## config.mk

```make
export PLATFORM = sky130hd
export DESIGN_NAME = rop_blit_address_walker_unit
export DESIGN_NICKNAME = d
export VERILOG_FILES = /design/src/hdl/rbaw_pkg.sv /design/src/hdl/rop_blit_address_walker_unit.sv /design/src/hdl/rbaw_front.sv /design/src/hdl/rbaw_fifo.sv /design/src/hdl/rbaw_back.sv
export VERILOG_INCLUDE_DIRS = /design/src /design/src/hdl
export SDC_FILE = /design/constraint.sdc
export NUM_CORES = 1
export LEC_CHECK = 0
export ABC_CLOCK_PERIOD_IN_PS = 13300
export BUFFER_PORTS_ARGS = -buffer_cell sky130_fd_sc_hd__buf_4
export CORE_ASPECT_RATIO = 0.5
export CORE_MARGIN = 4
export CORE_UTILIZATION = 40
export DETAILED_ROUTE_END_ITERATION = 16
export PLACE_DENSITY_LB_ADDON = 0.08
export SLEW_MARGIN = 20
export SYNTH_ARGS = -nofsm -noshare
export SYNTH_HDL_FRONTEND = slang
export SYNTH_SLANG_ARGS = --single-unit
```

## constraint.sdc

```tcl
create_clock -name clk -period 13.3 [get_ports clk]
set_input_delay 0.665 -clock clk [delete_from_list [all_inputs] [get_ports clk]]
set_output_delay 0.665 -clock clk [all_outputs]
set_load 0.05 [all_outputs]
```

## src/hdl/assert_macros.svh

```systemverilog
// Assertion helpers shared by the RTL.
`ifndef ASSERT_MACROS_SVH
`define ASSERT_MACROS_SVH

// Same-cycle implication, checked on every rising edge out of reset.
`define AST_IMPL(label, clk, rst_n, ante, cons, msg) \
  label: assert property (@(posedge clk) disable iff (!rst_n) (ante) |-> (cons)) \
    else $error(msg);

// Next-cycle implication, checked on every rising edge out of reset.
`define AST_NEXT(label, clk, rst_n, ante, cons, msg) \
  label: assert property (@(posedge clk) disable iff (!rst_n) (ante) |=> (cons)) \
    else $error(msg);

`endif

```

## src/hdl/rbaw_pkg.sv

```systemverilog
package rbaw_pkg;

  // Widest pointer the design supports; used as a common width for casts.
  localparam int AddrMaxW = 32;
  localparam int DEFAULT_ADDR_BITS = 24;
  localparam int DEFAULT_MAX_DIM = 4096;

  // Fixed field widths of the streams and registers.
  localparam int PixW = 16;
  localparam int FieldAddrW = 24;
  localparam int SkipW = 16;
  localparam int DimRegW = 13;
  localparam int RopW = 4;

  // Register indexes (byte address = 4 * index).
  typedef enum logic [2:0] {
    REG_SRC_START    = 3'd0,
    REG_SRC_ROW_SKIP = 3'd1,
    REG_DST_START    = 3'd2,
    REG_DST_ROW_SKIP = 3'd3,
    REG_RECT_WIDTH   = 3'd4,
    REG_RECT_HEIGHT  = 3'd5,
    REG_RASTER_OP    = 3'd6,
    REG_BACKWARD     = 3'd7
  } reg_idx_t;

  // Raster operation codes.
  typedef enum logic [3:0] {
    ROP_CLEAR    = 4'd0,
    ROP_AND      = 4'd1,
    ROP_AND_NDST = 4'd2,
    ROP_COPY     = 4'd3,
    ROP_NSRC_AND = 4'd4,
    ROP_NOP      = 4'd5,
    ROP_XOR      = 4'd6,
    ROP_OR       = 4'd7,
    ROP_NOR      = 4'd8,
    ROP_XNOR     = 4'd9,
    ROP_NDST     = 4'd10,
    ROP_OR_NDST  = 4'd11,
    ROP_NSRC     = 4'd12,
    ROP_NSRC_OR  = 4'd13,
    ROP_NAND     = 4'd14,
    ROP_SET      = 4'd15
  } rop_t;

  // Configuration register file contents.
  typedef struct packed {
    logic [FieldAddrW-1:0] src_start;
    logic [SkipW-1:0]      src_row_skip;
    logic [FieldAddrW-1:0] dst_start;
    logic [SkipW-1:0]      dst_row_skip;
    logic [DimRegW-1:0]    rect_width;
    logic [DimRegW-1:0]    rect_height;
    logic [RopW-1:0]       raster_op;
    logic                  backward;
  } cfg_t;

  // One walked pixel waiting for the combine stage.
  typedef struct packed {
    logic [FieldAddrW-1:0] waddr;
    logic [FieldAddrW-1:0] raddr;
    logic [PixW-1:0]       src;
    logic [PixW-1:0]       dst;
    logic                  last;
  } qent_t;

  // Walker status seen at the top level.
  typedef struct packed {
    logic at_start;
  } front_stat_t;

  // Boolean combine of source and destination pixels.
  function automatic logic [PixW-1:0] rop_combine(input logic [RopW-1:0] op,
                                                  input logic [PixW-1:0] s,
                                                  input logic [PixW-1:0] d);
    logic [PixW-1:0] v;
    unique case (rop_t'(op))
      ROP_CLEAR:    v = '0;
      ROP_AND:      v = s & d;
      ROP_AND_NDST: v = s & ~d;
      ROP_COPY:     v = s;
      ROP_NSRC_AND: v = ~s & d;
      ROP_NOP:      v = d;
      ROP_XOR:      v = s ^ d;
      ROP_OR:       v = s | d;
      ROP_NOR:      v = ~(s | d);
      ROP_XNOR:     v = ~(s ^ d);
      ROP_NDST:     v = ~d;
      ROP_OR_NDST:  v = s | ~d;
      ROP_NSRC:     v = ~s;
      ROP_NSRC_OR:  v = ~s | d;
      ROP_NAND:     v = ~(s & d);
      ROP_SET:      v = '1;
    endcase
    return v;
  endfunction

endpackage

```

## src/hdl/rop_blit_address_walker_unit.sv

```systemverilog
// Channel   Dir  Word contents (low bit up)
// in_       in   tdata: src_pixel[15:0], dst_pixel[31:16]
// out_      out  tdata: write_address[23:0], write_value[39:24], read_address[63:40];
//                tlast: last_pixel
// cfg_      in   APB, 8 registers at byte address 4*index, pready tied high
//
// One word in and one word out per cycle sustained while out_tready stays high; an accepted
// word goes into the queue and is loaded from there, combined, into the output register when
// that register is free or being drained.
// The two-entry queue between walker and combine stage takes up an output stall;
// in_tready drops only once the queue is full.
// Reset (synchronous, active low) clears counters, pointers, queue fill and output valid.
`include "assert_macros.svh"

module rop_blit_address_walker_unit #(
  parameter int ADDR_BITS = rbaw_pkg::DEFAULT_ADDR_BITS,
  parameter int MAX_DIM   = rbaw_pkg::DEFAULT_MAX_DIM
) (
  input  logic        clk,
  input  logic        rst_n,
  input  logic        in_tvalid,
  output logic        in_tready,
  input  logic [31:0] in_tdata,   // src_pixel, dst_pixel
  output logic        out_tvalid,
  input  logic        out_tready,
  output logic [63:0] out_tdata,  // write_address, write_value, read_address
  output logic        out_tlast,  // last_pixel
  input  logic        cfg_psel,
  input  logic        cfg_penable,
  input  logic        cfg_pwrite,
  input  logic [4:0]  cfg_paddr,
  input  logic [31:0] cfg_pwdata,
  output logic [31:0] cfg_prdata,
  output logic        cfg_pready
);
  import rbaw_pkg::*;

  cfg_t        cfg_r;
  logic        cfg_wr;
  reg_idx_t    cfg_idx;
  logic        push, q_full, q_valid, pop;
  qent_t       push_data, q_data;
  front_stat_t fstat;

  // Register file
  assign cfg_pready = 1'b1;
  assign cfg_wr     = cfg_psel && cfg_penable && cfg_pwrite && cfg_pready;
  assign cfg_idx    = reg_idx_t'(cfg_paddr[4:2]);

  always_ff @(posedge clk) begin
    if (!rst_n) begin
      cfg_r.src_start    <= '0;
      cfg_r.src_row_skip <= '0;
      cfg_r.dst_start    <= '0;
      cfg_r.dst_row_skip <= '0;
      cfg_r.rect_width   <= DimRegW'(1);
      cfg_r.rect_height  <= DimRegW'(1);
      cfg_r.raster_op    <= ROP_COPY;
      cfg_r.backward     <= 1'b0;
    end else if (cfg_wr) begin
      unique case (cfg_idx)
        REG_SRC_START:    cfg_r.src_start    <= cfg_pwdata[FieldAddrW-1:0];
        REG_SRC_ROW_SKIP: cfg_r.src_row_skip <= cfg_pwdata[SkipW-1:0];
        REG_DST_START:    cfg_r.dst_start    <= cfg_pwdata[FieldAddrW-1:0];
        REG_DST_ROW_SKIP: cfg_r.dst_row_skip <= cfg_pwdata[SkipW-1:0];
        REG_RECT_WIDTH:   cfg_r.rect_width   <= cfg_pwdata[DimRegW-1:0];
        REG_RECT_HEIGHT:  cfg_r.rect_height  <= cfg_pwdata[DimRegW-1:0];
        REG_RASTER_OP:    cfg_r.raster_op    <= cfg_pwdata[RopW-1:0];
        REG_BACKWARD:     cfg_r.backward     <= cfg_pwdata[0];
      endcase
    end
  end

  // Readback
  always_comb begin
    unique case (cfg_idx)
      REG_SRC_START:    cfg_prdata = 32'(cfg_r.src_start);
      REG_SRC_ROW_SKIP: cfg_prdata = 32'(cfg_r.src_row_skip);
      REG_DST_START:    cfg_prdata = 32'(cfg_r.dst_start);
      REG_DST_ROW_SKIP: cfg_prdata = 32'(cfg_r.dst_row_skip);
      REG_RECT_WIDTH:   cfg_prdata = 32'(cfg_r.rect_width);
      REG_RECT_HEIGHT:  cfg_prdata = 32'(cfg_r.rect_height);
      REG_RASTER_OP:    cfg_prdata = 32'(cfg_r.raster_op);
      REG_BACKWARD:     cfg_prdata = 32'(cfg_r.backward);
    endcase
  end

  rbaw_front #(
    .ADDR_BITS (ADDR_BITS),
    .MAX_DIM   (MAX_DIM)
  ) u_front (
    .clk       (clk),
    .rst_n     (rst_n),
    .cfg       (cfg_r),
    .in_tvalid (in_tvalid),
    .in_tready (in_tready),
    .in_tdata  (in_tdata),
    .push      (push),
    .push_data (push_data),
    .q_full    (q_full),
    .stat      (fstat)
  );

  rbaw_fifo u_fifo (
    .clk       (clk),
    .rst_n     (rst_n),
    .push      (push),
    .push_data (push_data),
    .full      (q_full),
    .pop       (pop),
    .q_valid   (q_valid),
    .q_data    (q_data)
  );

  rbaw_back u_back (
    .clk        (clk),
    .rst_n      (rst_n),
    .cfg        (cfg_r),
    .q_valid    (q_valid),
    .q_data     (q_data),
    .pop        (pop),
    .out_tvalid (out_tvalid),
    .out_tready (out_tready),
    .out_tdata  (out_tdata),
    .out_tlast  (out_tlast)
  );

  // Checks
  `AST_NEXT(a_last_restarts, clk, rst_n, push && push_data.last, fstat.at_start, "no restart")
  `AST_NEXT(a_back_fills, clk, rst_n, q_valid && !out_tvalid, out_tvalid, "output not loaded")
  `AST_IMPL(a_pop_valid, clk, rst_n, pop, q_valid, "pop from empty queue")

endmodule

```

## src/hdl/rbaw_front.sv

```systemverilog
module rbaw_front #(
  parameter int ADDR_BITS = rbaw_pkg::DEFAULT_ADDR_BITS,
  parameter int MAX_DIM   = rbaw_pkg::DEFAULT_MAX_DIM
) (
  input  logic                      clk,
  input  logic                      rst_n,
  input  rbaw_pkg::cfg_t            cfg,
  input  logic                      in_tvalid,
  output logic                      in_tready,
  input  logic [31:0]               in_tdata,   // src_pixel, dst_pixel
  output logic                      push,
  output rbaw_pkg::qent_t           push_data,
  input  logic                      q_full,
  output rbaw_pkg::front_stat_t     stat
);
  import rbaw_pkg::*;

  localparam int CntW = $clog2(MAX_DIM);
  localparam int DimW = (CntW + 1 > DimRegW) ? CntW + 1 : DimRegW;

  logic [CntW-1:0]      col_r, col_nxt;
  logic [CntW-1:0]      row_r, row_nxt;
  logic [ADDR_BITS-1:0] src_ptr_r, src_ptr_nxt;
  logic [ADDR_BITS-1:0] dst_ptr_r, dst_ptr_nxt;

  logic                 start;
  logic [ADDR_BITS-1:0] src_base, dst_base;
  logic [ADDR_BITS-1:0] src_cur, dst_cur;
  logic [ADDR_BITS-1:0] src_post, dst_post;
  logic [DimW-1:0]      eff_w, eff_h, dim_max;
  logic [DimW-1:0]      col_inc, row_inc;
  logic                 row_end, last;
  logic [AddrMaxW-1:0]  raddr_wide, waddr_wide;

  assign in_tready = !q_full;
  assign push      = in_tvalid && in_tready;
  assign start     = (col_r == '0) && (row_r == '0);
  assign stat.at_start = start;

  // Clamp the configured sizes to 1..MAX_DIM
  assign dim_max = DimW'(MAX_DIM);
  always_comb begin
    eff_w = DimW'(cfg.rect_width);
    eff_h = DimW'(cfg.rect_height);
    if (eff_w == '0) eff_w = DimW'(1);
    else if (eff_w > dim_max) eff_w = dim_max;
    if (eff_h == '0) eff_h = DimW'(1);
    else if (eff_h > dim_max) eff_h = dim_max;
  end

  // Pointer walk: reload at rectangle start, then pre-dec or post-inc
  always_comb begin
    src_base = start ? ADDR_BITS'(AddrMaxW'(cfg.src_start)) : src_ptr_r;
    dst_base = start ? ADDR_BITS'(AddrMaxW'(cfg.dst_start)) : dst_ptr_r;
    if (cfg.backward) begin
      src_cur  = src_base - ADDR_BITS'(1);
      dst_cur  = dst_base - ADDR_BITS'(1);
      src_post = src_cur;
      dst_post = dst_cur;
    end else begin
      src_cur  = src_base;
      dst_cur  = dst_base;
      src_post = src_base + ADDR_BITS'(1);
      dst_post = dst_base + ADDR_BITS'(1);
    end
  end

  // Row and rectangle end
  assign col_inc = DimW'(col_r) + DimW'(1);
  assign row_inc = DimW'(row_r) + DimW'(1);
  assign row_end = col_inc >= eff_w;
  assign last    = row_end && (row_inc >= eff_h);

  always_comb begin
    src_ptr_nxt = src_post;
    dst_ptr_nxt = dst_post;
    col_nxt     = col_inc[CntW-1:0];
    row_nxt     = row_r;
    if (row_end) begin
      src_ptr_nxt = src_post + ADDR_BITS'($signed(cfg.src_row_skip));
      dst_ptr_nxt = dst_post + ADDR_BITS'($signed(cfg.dst_row_skip));
      col_nxt     = '0;
      row_nxt     = last ? '0 : row_inc[CntW-1:0];
    end
  end

  // Entry for the queue
  assign raddr_wide = AddrMaxW'(src_cur);
  assign waddr_wide = AddrMaxW'(dst_cur);
  always_comb begin
    push_data.waddr = waddr_wide[FieldAddrW-1:0];
    push_data.raddr = raddr_wide[FieldAddrW-1:0];
    push_data.src   = in_tdata[PixW-1:0];
    push_data.dst   = in_tdata[2*PixW-1:PixW];
    push_data.last  = last;
  end

  always_ff @(posedge clk) begin
    if (!rst_n) begin
      col_r     <= '0;
      row_r     <= '0;
      src_ptr_r <= '0;
      dst_ptr_r <= '0;
    end else if (push) begin
      col_r     <= col_nxt;
      row_r     <= row_nxt;
      src_ptr_r <= src_ptr_nxt;
      dst_ptr_r <= dst_ptr_nxt;
    end
  end

endmodule

```

## src/hdl/rbaw_fifo.sv

```systemverilog
module rbaw_fifo (
  input  logic            clk,
  input  logic            rst_n,
  input  logic            push,
  input  rbaw_pkg::qent_t push_data,
  output logic            full,
  input  logic            pop,
  output logic            q_valid,
  output rbaw_pkg::qent_t q_data
);
  import rbaw_pkg::*;

  qent_t      mem_r [2];
  logic       wr_ptr_r, rd_ptr_r;
  logic [1:0] count_r, count_nxt;

  assign full    = (count_r == 2'd2);
  assign q_valid = (count_r != 2'd0);
  assign q_data  = mem_r[rd_ptr_r];

  // Occupancy
  always_comb begin
    count_nxt = count_r;
    if (push && !pop) count_nxt = count_r + 2'd1;
    else if (pop && !push) count_nxt = count_r - 2'd1;
  end

  always_ff @(posedge clk) begin
    if (!rst_n) begin
      wr_ptr_r <= 1'b0;
      rd_ptr_r <= 1'b0;
      count_r  <= 2'd0;
    end else begin
      if (push) wr_ptr_r <= !wr_ptr_r;
      if (pop) rd_ptr_r <= !rd_ptr_r;
      count_r <= count_nxt;
    end
  end

  // Storage, no reset
  always_ff @(posedge clk) begin
    if (push) mem_r[wr_ptr_r] <= push_data;
  end

endmodule

```

## src/hdl/rbaw_back.sv

```systemverilog
module rbaw_back (
  input  logic            clk,
  input  logic            rst_n,
  input  rbaw_pkg::cfg_t  cfg,
  input  logic            q_valid,
  input  rbaw_pkg::qent_t q_data,
  output logic            pop,
  output logic            out_tvalid,
  input  logic            out_tready,
  output logic [63:0]     out_tdata,  // write_address, write_value, read_address
  output logic            out_tlast   // last_pixel
);
  import rbaw_pkg::*;

  logic                  out_valid_r;
  logic [FieldAddrW-1:0] waddr_r, raddr_r;
  logic [PixW-1:0]       wval_r;
  logic                  last_r;

  // Load the output register whenever it is free or being drained
  assign pop = q_valid && (!out_valid_r || out_tready);

  always_ff @(posedge clk) begin
    if (!rst_n) begin
      out_valid_r <= 1'b0;
    end else if (pop) begin
      out_valid_r <= 1'b1;
    end else if (out_tready) begin
      out_valid_r <= 1'b0;
    end
  end

  always_ff @(posedge clk) begin
    if (pop) begin
      waddr_r <= q_data.waddr;
      raddr_r <= q_data.raddr;
      wval_r  <= rop_combine(cfg.raster_op, q_data.src, q_data.dst);
      last_r  <= q_data.last;
    end
  end

  assign out_tvalid = out_valid_r;
  assign out_tdata  = {raddr_r, wval_r, waddr_r};
  assign out_tlast  = last_r;

endmodule

```

==> impl_metrics.ini <==
[flow_run]
maxCapViolations = 0

[sta]
relSlewSlack_pct = 25.8
maxClockFrequency_mhz = 146
slew_viol_final = 0
fin_hold_ws_ns = 0.276
tns_ns = 0
rsz0062_at_grt = false
fin_crit_ns = 6.86
worst_slew_pin_slew_ns = 1.11
setup_violations = 0
period_share_pct = 51.6
skew_ns = 0.0122
hold_violations = 0

[yosys]
synth_warnings = 0
synth.avg_cell_area_um2 = 9.28
synth_area_leaders = edfxtp_1 27%, dfxtp_1 15%, ha_1 7.8%, nand2_1 6.0%, mux2i_1 5.5%
synth.largest_area_cell = edfxtp_1
seq_area_frac_synth_pct = 41.5
synth_cell_types = 79
netlist_top_cells_count = 407 x nand2_1, 259 x a21oi_1, 227 x edfxtp_1, 189 x dfxtp_1, 178 x nor2_1
synth.most_common_cell = nand2_1
synth-seq-cells = 416
synth_ff_type = edfxtp_1
synth_edf_count = 227
synth_top_area_share_pct = 26.7
mappedNetlistArea_um2 = 25600
synth_cells = 2755
synthArstFlopShare_pct = 0

[clocking]
cts_hold_buffers = 0
cts_buffer_depth = 3
cts_root_buf = clkbuf_16
clk_latency_ns = 0.57
cts_made_buffers = 43
post_cts_buffers = 0
cts.clk_slew.worst_paths_ns = 0.07
clkSinkCount = 416
cts_resized = 0
cts_tree = built
htreeDepth = 2

[place]
dp.cells = 3616
dp_hpwl_mm = 56.7
gp_congestion = 0.879
portBuffers = 156

[finish]
fill_cells = 6131
drive_above_1_share_pct = 12.5
postLayoutCoreUtil_pct = 45.6
stdcell_count = 3695
nets = 3061
syn_to_final_growth_pct = 12.6

[floorplanning]
initial_core_util_pct = 40.5
die_h_um = 187
die_x_um = 365
ios = 176
core.rowCount = 65
core-area_um2 = 63100
dieArea_um2 = 68200

[grt]
track_usage_pct = 22.6
grt_pass1_wl_mm = 120
grt-ovfl-total = 0
grt_pass1_vias = 19300
grt_max_degree = 84
antenna_found_initial = 2

[run_status]
status = finished clean

[critical_path]
critPathRequiredTime_ns = 13.81
path_class = flip-flop to flip-flop
cp_max_fo = 54
start_kind = flip-flop
critPathCaptureType = flip-flop
ff2ff_path_depth = 20
arrival_ns = 7.38

[route]
vias = 20900
drc = 0
drt_iter0_markers = 1940
drtPass1Iterations = 6
antenna_left = 0
vias_per_cell = 5.65
wl_mm = 80.0
wl_per_cell_um = 21.6

[power]
power.total_uw = 4290
p_leak_uw = 0.0113
power_per_cell_area_nw_per_um2 = 149
ir_worst_vdd_mv = 0.111

[worst_hold_path]
hold_depth = 1
min_path_type = primary input to flip-flop
[cells in the final DEF, fill, tap and decap left out, drive strengths merged, types with 14 or more instances in the layout]
cell type	netlist	layout
a21o	33	33
nor4	20	20
ha	159	159
mux2	64	64
nand3b	15	15
clkbuf	121	52
o211ai	24	24
a211oi	32	32
xnor2	68	68
buf	41	179
o221ai	14	14
o21ai	130	130
xor2	86	86
or3	24	24
nand3	62	62
nor2b	18	18
nor2	179	179
a31oi	22	22
mux2i	141	141
clkinv	4	21
o22ai	30	30
o31ai	14	14
and3	35	35
nand4	25	25
dfxtp	189	189
and2	16	16
or4	15	15
edfxtp	227	227
a21oi	259	259
nor3	41	41
inv	78	80
nand2	408	408
[final cells by class]
class / count / area (um^2) / share of cell area [%]
clock buffers: 52 / 1180 / 4.10
repair buffers: 179 / 1340 / 4.67
well taps: 837 / 1050 / 3.64
inverters: 82 / 310 / 1.08
diodes: 2 / 5.00 / 0.0174
clock inverters: 25 / 215 / 0.748
multi-input cells: 2102 / 14100 / 48.9
flip-flops and latches: 416 / 10600 / 36.9
[worst max-delay path, stage by stage, from the launching register on]
cell and delay (ns):
dfxtp_1 0.36, nor4_1 0.77, and2_1 0.60, nand2_4 0.58, mux2i_1 0.51, ha_1 0.42
o21ai_0 0.19, nor4_1 0.25, xor2_1 0.11, mux2i_1 0.25, a21oi_1 0.14, ha_1 0.37
a2111o_1 0.44, nand2b_1 0.14, o21ai_0 0.43, o22ai_1 0.22, a41oi_1 0.26, or3_1 0.20
mux2i_1 0.11, or3_1 0.37, nand3_1 0.06
[layer usage]
layer  routed length (um)  vias to the layer above  GRT usage [%]
li1                     -                    10100              -
met1                38200                    10100           33.7
met2                36000                      535           35.5
met3                 4540                       84           2.93
met4                 1290                        0           4.05
met5                    0                        -              0
[registers in the layout, indices dropped and copies added (netlist names), named ones only]
signal,flops
cfg_r,111
u_back.out_tlast,1
u_back.out_tvalid,1
u_back.raddr_r,24
u_back.waddr_r,24
u_back.wval_r,16
u_fifo.count_r,2
u_fifo.mem_r,162
u_fifo.rd_ptr_r,1
u_fifo.wr_ptr_r,1
u_front.col_r,12
u_front.dst_ptr_r,24
u_front.row_r,12
u_front.src_ptr_r,24
[power breakdown]
group,internal (uW),switching (uW)
logic,428,908
clock network,675,543
registers,1630,112
[path summary, 6_finish.rpt]
| check | startpoint | endpoint | slack [ns] |
|---|---|---|---|
| setup / recovery | u_front.col_r[9] | u_front.src_ptr_r[23] | 6.44 |
| hold / removal | in_tdata[12] | u_fifo.mem_r[0][29] | 0.28 |
| setup reg to reg | u_front.col_r[9] | u_front.src_ptr_r[23] | 6.44 |
| hold reg to reg | u_front.dst_ptr_r[22] | u_front.dst_ptr_r[22] | 0.48 |
[through the flow]
| stage | cell area, um^2 | setup slack (ns) |
|---|---|---|
| finish | 28800 | 6.44 |
| global route | 28800 | 6.06 |
| CTS | 28800 | 6.56 |
| detailed placement | 27400 | 6.57 |
| global placement | 27400 | 6.52 |
| floorplan | 25600 | 7.57 |
[cell families (layout without fill, tap and decap cells)]
| kind of cell | Yosys count | after routing | share of synthesized area (%) |
|---|---|---|---|
| buffers and inverters | 244 | 338 | 3.78 |
| other | 2 | 11 | 0.0294 |
| AND/OR/NAND/NOR | 896 | 896 | 16.1 |
| flip-flops | 416 | 416 | 41.5 |
| adder cells (fa/ha/maj) | 161 | 161 | 7.94 |
| multiplexers | 216 | 216 | 9.31 |
| AO/OA/AOI/OAI | 666 | 666 | 16.1 |
| XOR/XNOR | 154 | 154 | 5.28 |
(Power assumes the default switching activity.)
